--- config.mk ---
export PLATFORM = sky130hd
export DESIGN_NAME = pshc_hash
export DESIGN_NICKNAME = d
export VERILOG_FILES = /design/src/rtl/core/pshc_pkg.sv /design/src/rtl/core/pshc_hash.sv
export SDC_FILE = /design/constraint.sdc
export NUM_CORES = 1
export LEC_CHECK = 0
export BUFFER_PORTS_ARGS = -buffer_cell sky130_fd_sc_hd__buf_2
export CORE_MARGIN = 2
export CORE_UTILIZATION = 25
export DETAILED_ROUTE_END_ITERATION = 7
export GPL_ROUTABILITY_DRIVEN = 0
export GPL_TIMING_DRIVEN = 1
export HOLD_SLACK_MARGIN = 0.1
export PLACE_DENSITY = 0.43
export SLEW_MARGIN = 0
export SYNTH_ARGS = -nofsm -noshare
export SYNTH_HDL_FRONTEND = slang
export SYNTH_SLANG_ARGS = --single-unit
--- constraint.sdc ---
create_clock -name clk -period 13.1 [get_ports clk]
set_input_delay 2.62 -clock clk [delete_from_list [all_inputs] [get_ports clk]]
set_output_delay 2.62 -clock clk [all_outputs]
set_load 0.05 [all_outputs]
--- src/rtl/core/pshc_pkg.sv ---
// ----------------------------------------------------------------------------
// pshc_pkg
// shared types and constants of the pc sample hash counter
// ----------------------------------------------------------------------------
`default_nettype none

package pshc_pkg;

	localparam int TABLE_SIZE   = 4093;
	localparam int STEP_MODULUS = 1024;
	localparam int IDX_W        = 12;
	localparam int STEP_W       = $clog2(STEP_MODULUS + 1);
	localparam int KEY_W        = 30;
	localparam int FOLD         = (1 << IDX_W) - TABLE_SIZE;

	localparam logic [IDX_W-1:0] LAST_IDX  = IDX_W'(TABLE_SIZE - 1);
	localparam logic [IDX_W-1:0] OCC_LIMIT = IDX_W'((TABLE_SIZE / 4) * 3);
	localparam logic [31:0]      MAX32     = 32'hFFFF_FFFF;

	typedef enum logic [1:0] {
		OP_RECORD = 2'd0,
		OP_CLEAR  = 2'd1,
		OP_READ   = 2'd2
	} opcode_t;

	typedef enum logic [2:0] {
		OC_COUNTED  = 3'd0,
		OC_INSERTED = 3'd1,
		OC_DROPPED  = 3'd2,
		OC_IGNORED  = 3'd3,
		OC_CLEARED  = 3'd4,
		OC_READ     = 3'd5
	} outcome_t;

	typedef enum logic [2:0] {
		ST_CLEAR,
		ST_IDLE,
		ST_ISSUE,
		ST_PROBE,
		ST_RDATA,
		ST_EMIT
	} state_t;

	typedef struct packed {
		logic [1:0]       opcode;
		logic [31:0]      sample_pc;
		logic [IDX_W-1:0] read_index;
	} in_t;

	typedef struct packed {
		logic [2:0]       outcome;
		logic [IDX_W-1:0] slot;
		logic [31:0]      entry_pc;
		logic [31:0]      entry_count;
		logic [IDX_W-1:0] entries_used;
		logic [31:0]      dropped_total;
	} out_t;

	typedef struct packed {
		logic [31:0] pc;
		logic [31:0] count;
	} entry_t;

	typedef struct packed {
		logic [IDX_W-1:0]  pos;
		logic [STEP_W-1:0] step;
	} hash_t;

endpackage

`default_nettype wire

--- src/rtl/core/pshc_hash.sv ---
// ----------------------------------------------------------------------------
// pshc_hash
// home slot and probe step of a sample key, registered on load
// ----------------------------------------------------------------------------
`default_nettype none

module pshc_hash
	import pshc_pkg::*;
(
	input  wire logic             clk,
	input  wire logic             load,
	input  wire logic [KEY_W-1:0] key,
	output hash_t                 home
);

	logic [14:0]       fold1;
	logic [IDX_W:0]    fold2;
	logic [IDX_W-1:0]  pos;
	logic [STEP_W-1:0] step;
	hash_t             home_q;

	// 2^12 is congruent to FOLD, fold the key in 12-bit chunks
	always_comb begin
		fold1 = 15'(key[IDX_W-1:0])
			+ 15'(FOLD) * 15'(key[2*IDX_W-1:IDX_W])
			+ 15'(FOLD * FOLD) * 15'(key[KEY_W-1:2*IDX_W]);
		fold2 = (IDX_W+1)'(fold1[IDX_W-1:0]) + (IDX_W+1)'(FOLD) * (IDX_W+1)'(fold1[14:IDX_W]);
		if (fold2 >= (IDX_W+1)'(TABLE_SIZE)) begin
			pos = IDX_W'(fold2 - (IDX_W+1)'(TABLE_SIZE));
		end else begin
			pos = fold2[IDX_W-1:0];
		end
		step = STEP_W'(key % STEP_MODULUS) + STEP_W'(1);
	end

	always_ff @(posedge clk) begin
		if (load) begin
			home_q <= '{pos: pos, step: step};
		end
	end

	assign home = home_q;

endmodule

`default_nettype wire

# Word level (Yosys, flattened, before mapping)
# Index checks and enable logic that the tools add are counted.
[totals]
ff_bits = 23
inputBits = 32
[op_classes]
add_sub_neg = 5
n_mul = 3
magnitude_cmp = 1
mux = 1
[op_table]
columns = ["cell", "count"]
rows = [
  ["12-bit by 14-bit adder with 15-bit output", 1],
  ["15-bit by 10-bit adder with 15-bit output", 1],
  ["2-bit by 12-bit multiplier with 14-bit output, first input constant", 1],
  ["12-bit by 5-bit adder with 13-bit output", 1],
  ["13-bit by 12-bit >= comparator with 1-bit output, second input constant", 1],
  ["12-bit 2-to-1 mux", 1],
  ["12-bit subtractor, second input constant", 1],
  ["10-bit by 1-bit adder with 11-bit output, second input constant", 1],
  ["4-bit by 6-bit multiplier with 10-bit output, first input constant", 1],
  ["2-bit by 3-bit multiplier with 5-bit output, first input constant", 1],
]

# Longest topological paths before layout
[depth]
ltp_word = 7
mapped_depth = 33
depth_no_buf = 31

# Worst setup path before layout
# No wires, ideal clock.
[synth_timing]
path_type = "input -> register"
from = "input key[16]"
to = "register home_q, in the netlist home[21] (data pin)"
setup_ps = 273
t_arrival_ps = 8640
setup_slack_ps = 4187
stages = 29
path_cell_list = "inv_1 fa_1 inv_1 fa_1 ha_1 inv_1 fa_1 inv_1 ha_1 a21oi_2 o21a_1 a31oi_1 o21ai_0 nand2b_1 a21oi_1 xnor2_1 xor2_1 ha_1 ha_1 fa_1 nand3_1 nand2_1 and2_1 nor4b_1 a22oi_2 a2111oi_4 or2_1 buf_6 a211oi_2"
[synth_between]
elab_chain_cells = 7
word_cells_on_any_way = 8
classes_between = "add/sub (4); mul (2); order compare (1); mux (1)"
[synth_lines]
columns = ["item", "line_no", "source"]
rows = [
  ["start, declared", "pshc_hash.sv:12", "input wire logic [KEY_W-1:0] key,"],
  ["2-bit by 12-bit multiplier with 14-bit output *", "pshc_hash.sv:25", "+ 15'(FOLD) * 15'(key[2*IDX_W-1:IDX_W])"],
  ["12-bit by 14-bit adder with 15-bit output *", "pshc_hash.sv:25", ""],
  ["15-bit by 10-bit adder with 15-bit output *", "pshc_hash.sv:26", "+ 15'(FOLD * FOLD) * 15'(key[KEY_W-1:2*IDX_W]);"],
  ["2-bit by 3-bit multiplier with 5-bit output", "pshc_hash.sv:27", "fold2 = (IDX_W+1)'(fold1[IDX_W-1:0]) + (IDX_W+1)'(FOLD) * (IDX_W+1)'(fold1[14:IDX_W]);"],
  ["12-bit by 5-bit adder with 13-bit output *", "pshc_hash.sv:27", ""],
  ["12-bit subtractor or 13-bit by 12-bit >= comparator with 1-bit output (tied branches)", "pshc_hash.sv:29, pshc_hash.sv:28", ""],
  ["12-bit 2-to-1 mux *", "pshc_hash.sv:28", "if (fold2 >= (IDX_W+1)'(TABLE_SIZE)) begin"],
  ["net pos[10]", "pshc_hash.sv:18", "logic [IDX_W-1:0] pos;"],
  ["end signal, assigned", "pshc_hash.sv:38", "home_q <= '{pos: pos, step: step};"],
  ["end, declared", "pshc_hash.sv:20", "hash_t home_q;"],
]
# The timed path passes the listed nets; every way through them passes the cells marked *.
# A chain may end at the register's enable or synchronous reset.

# Worst setup path in the final report
[layout_timing]
from = "input key[16]"
to = "register home_q, in the netlist home[17] (data pin)"
# The elaborated chain is that of the path after synthesis.

==> implementation parameters <==
Parameter                              Value

Global routing
  Wire length of the first global-routing pass ... 11,190 um
  GR peak layer ... met2
  Largest net degree at the start of global routing ... 24
  Grt ovf ... 0
  Global Route met3 Usage ... 0.009579
  Number of global-route vias before repair ... ~2,400
  Initial antenna violation count ... 0
  Total routing usage reported by global routing ... 0.09477
  Met2 Resource Use GR ... 0.1501
  Grt met1 use ... 0.1381

Yosys
  Post-synthesis compound-gate area fraction ... 0.1441
  Avg Inst Size Synth ... 9.647 um2
  Mux cell area share after synthesis ... 0.006447
  Share of synthesized flip-flops with an asynchronous set or reset ... 0
  Post-Synthesis Cell Area ... 3299 um2
  Total of warnings raised by yosys ... 0
  Post-synthesis cell count ... 342
  Main flop type after synthesis ... sky130_fd_sc_hd__edfxtp_1
  Number of flops mapped to enable cells by yosys ... 23
  Adder and majority cell fraction of the synthesized area ... 0.3383
  Post-synth top area share ... 0.2093
  Post-synthesis simple-gate area fraction ... 0.1187
  Main combinational cell family by area after synthesis ... adder cells
  Flops & latches, synth ... 23
  Number of different library cells in the post-synthesis netlist ... 56
  Syn nets ... between 400 and 500
  Post-synthesis cell type with the largest combined area ... sky130_fd_sc_hd__edfxtp_1
  Xor/xnor cell area share of the yosys netlist ... 0.08912
  Cell types with the largest area share after synthesis ... sky130_fd_sc_hd__edfxtp_1, sky130_fd_sc_hd__ha_1, sky130_fd_sc_hd__fa_1, sky130_fd_sc_hd__inv_1, sky130_fd_sc_hd__xnor2_1
  Sequential share of the synthesized area ... 0.2093

Detailed routing
  Number of DRC violations after detailed-routing iteration 0 ... 94
  Number of DRC violations after detailed routing ... 0
  Number of iterations in the first detailed-routing pass ... 4
  Number of vias per cell ... approximately 4.4
  Detailed-route wire length per cell ... roughly 12 um
  Wire length after detailed routing ... roughly 6600 um
  Number of routed nets with antenna violations ... 0
  Via count ... roughly 2,500

Timing
  Final worst path period need ... around 9.4 ns
  Final setup vio count ... 0
  Number of max-slew violations in the final report ... 0
  RSZ-0062 raised after global routing ... no
  Max-slew headroom at the worst pin ... 0.3781
  Post-Route Setup TNS ... 0 ns
  Fmax achieved ... between 100 and 150 MHz
  Hold Vio Cnt, Final ... 0
  Fraction of the cycle the final worst path needs ... 0.7165
  Actual transition at the worst max-transition pin ... just over 0.9 ns

Worst setup path
  Count of buffering cells on the critical path with inverters included ... 5
  Critical Path End ... home[17]
  CP Launch Point ... key[16]
  Kind of start point of the critical path ... primary input
  Cell type of the slowest stage on the worst timing path ... sky130_fd_sc_hd__fa_1
  Kind of capture point of the worst setup path ... register
  Family with the most delay on the worst path ... adder cells
  Top fanout value on the critical path ... 6
  Biggest cell delay along the critical path ... ~0.54 ns
  Req. time, crit path ... ~13 ns
  Crit Path Category ... primary input to register
  WP depth ... 31
  Data arrival time at the worst-slack endpoint ... between 9 and 10 ns

Final layout
  Area growth syn-to-layout ... 16.00%
  Sequential standard cell area ... between 600 and 700 um2
  Layout Nets ... 503
  Layout cell share with drive strength beyond 1 ... 0.1929
  Filler cell count in the final layout ... 1,380
  Layout Cells excl Fill ... roughly 570
  Commonest non-fill, non-tap cell in the layout ... sky130_fd_sc_hd__inv_1
  Multi-input gate area in the final layout ... approximately 2300 um2
  Final standard cell area without fillers ... approximately 3800 um2
  Most frequent cells in the layout ... sky130_fd_sc_hd__inv_1, sky130_fd_sc_hd__ha_1, sky130_fd_sc_hd__buf_2
  Flip-flop count of the largest register, all copies and words added ... 23
  Count of antenna diodes in the layout ... 0

Die
  DIE AREA ... ~14,000 um2
  Site Rows ... 41
  Horizontal extent of the die ... ~120 um
  Core region area ... 12,770 um2
  Initial cell density of the core ... 0.2583
  Boundary pin count ... 55
  DIE HEIGHT ... 118.9 um

Clock tree
  Library cell used as clock root buffer ... sky130_fd_sc_hd__clkbuf_16
  Clock transition at the registers of the reported paths ... approximately 0.06 ns
  Cts bufs inserted ... 3
  Clock tree from TritonCTS ... done
  Largest buffer count on any clock path ... 2
  Number of clock sinks ... 23
  Cts-stage hold buffer count ... 0
  Number of levels in the clock H-tree ... 1
  Number of instances resized during post-cts repair ... 0
  Setup repair bufs after CTS ... 0

Hold path
  Worst min path class ... primary input to register
  Number of stages on the worst hold path ... 2

Place
  Detailed-placement wirelength estimate ... a little under 6000 um
  I/O Buffers ... 54
  Placement Cell Area ... 3749 um2
  Cell count after placement ... between 500 and 600

Run status
  Outcome ... completed

Flow run
  Maximum capacitance violations ... 0
==> layer usage <==
| layer | vias up | share of wire |
|---|---|---|
| li1 | 1265 | - |
| met1 | 1161 | 0.51 |
| met2 | 49 | 0.44 |
| met3 | 4 | 0.039 |
| met4 | 0 | 0.0096 |
| met5 | - | 0 |
==> kinds of logic after synthesis <==
group / Yosys count
buffers and inverters: 79
adder cells (fa/ha/maj): 76
AND/OR/NAND/NOR: 72
multiplexers: 2
XOR/XNOR: 31
AO/OA/AOI/OAI: 59
flip-flops: 23
==> worst min path at each step <==
stage,startpoint,end,slack [ns]
finish,key[0],home[0],2.67
global route,key[4],home[4],2.69
CTS,key[9],home[9],2.68
detailed placement,key[9],home[9],2.94
global placement,key[0],home[0],2.93
floorplan,load,home[0],2.73
==> cell type report <==
cell class,count,share of cell area
Clock buffer,4,0.02059
Inverter,73,0.07159
Multi-Input combinational cell,240,0.6005
Sequential cell,23,0.1805
Tap cell,172,0.05623
Timing Repair Buffer,54,0.07061
==> cell usage after synthesis (all sizes together), types with 6 or more instances <==
master  count
inv        73
ha         54
edfxtp     23
fa         22
xnor2      22
nor2       18
nand2      14
a21oi      13
o21ai      11
nand3       9
xor2        9
o211ai      6
==> through the flow <==
step	utilization	hold slack, ns	setup slack [ns]
floorplan	-	2.733	4.187
global placement	0.2935	2.932	3.571
detailed placement	0.2935	2.937	3.492
CTS	0.2996	2.676	3.742
global route	0.2996	2.686	3.187
finish	0.2996	2.670	3.714
Power is not shown: default switching activity piles up to over one toggle a cycle in this logic, so the estimate is an artifact.
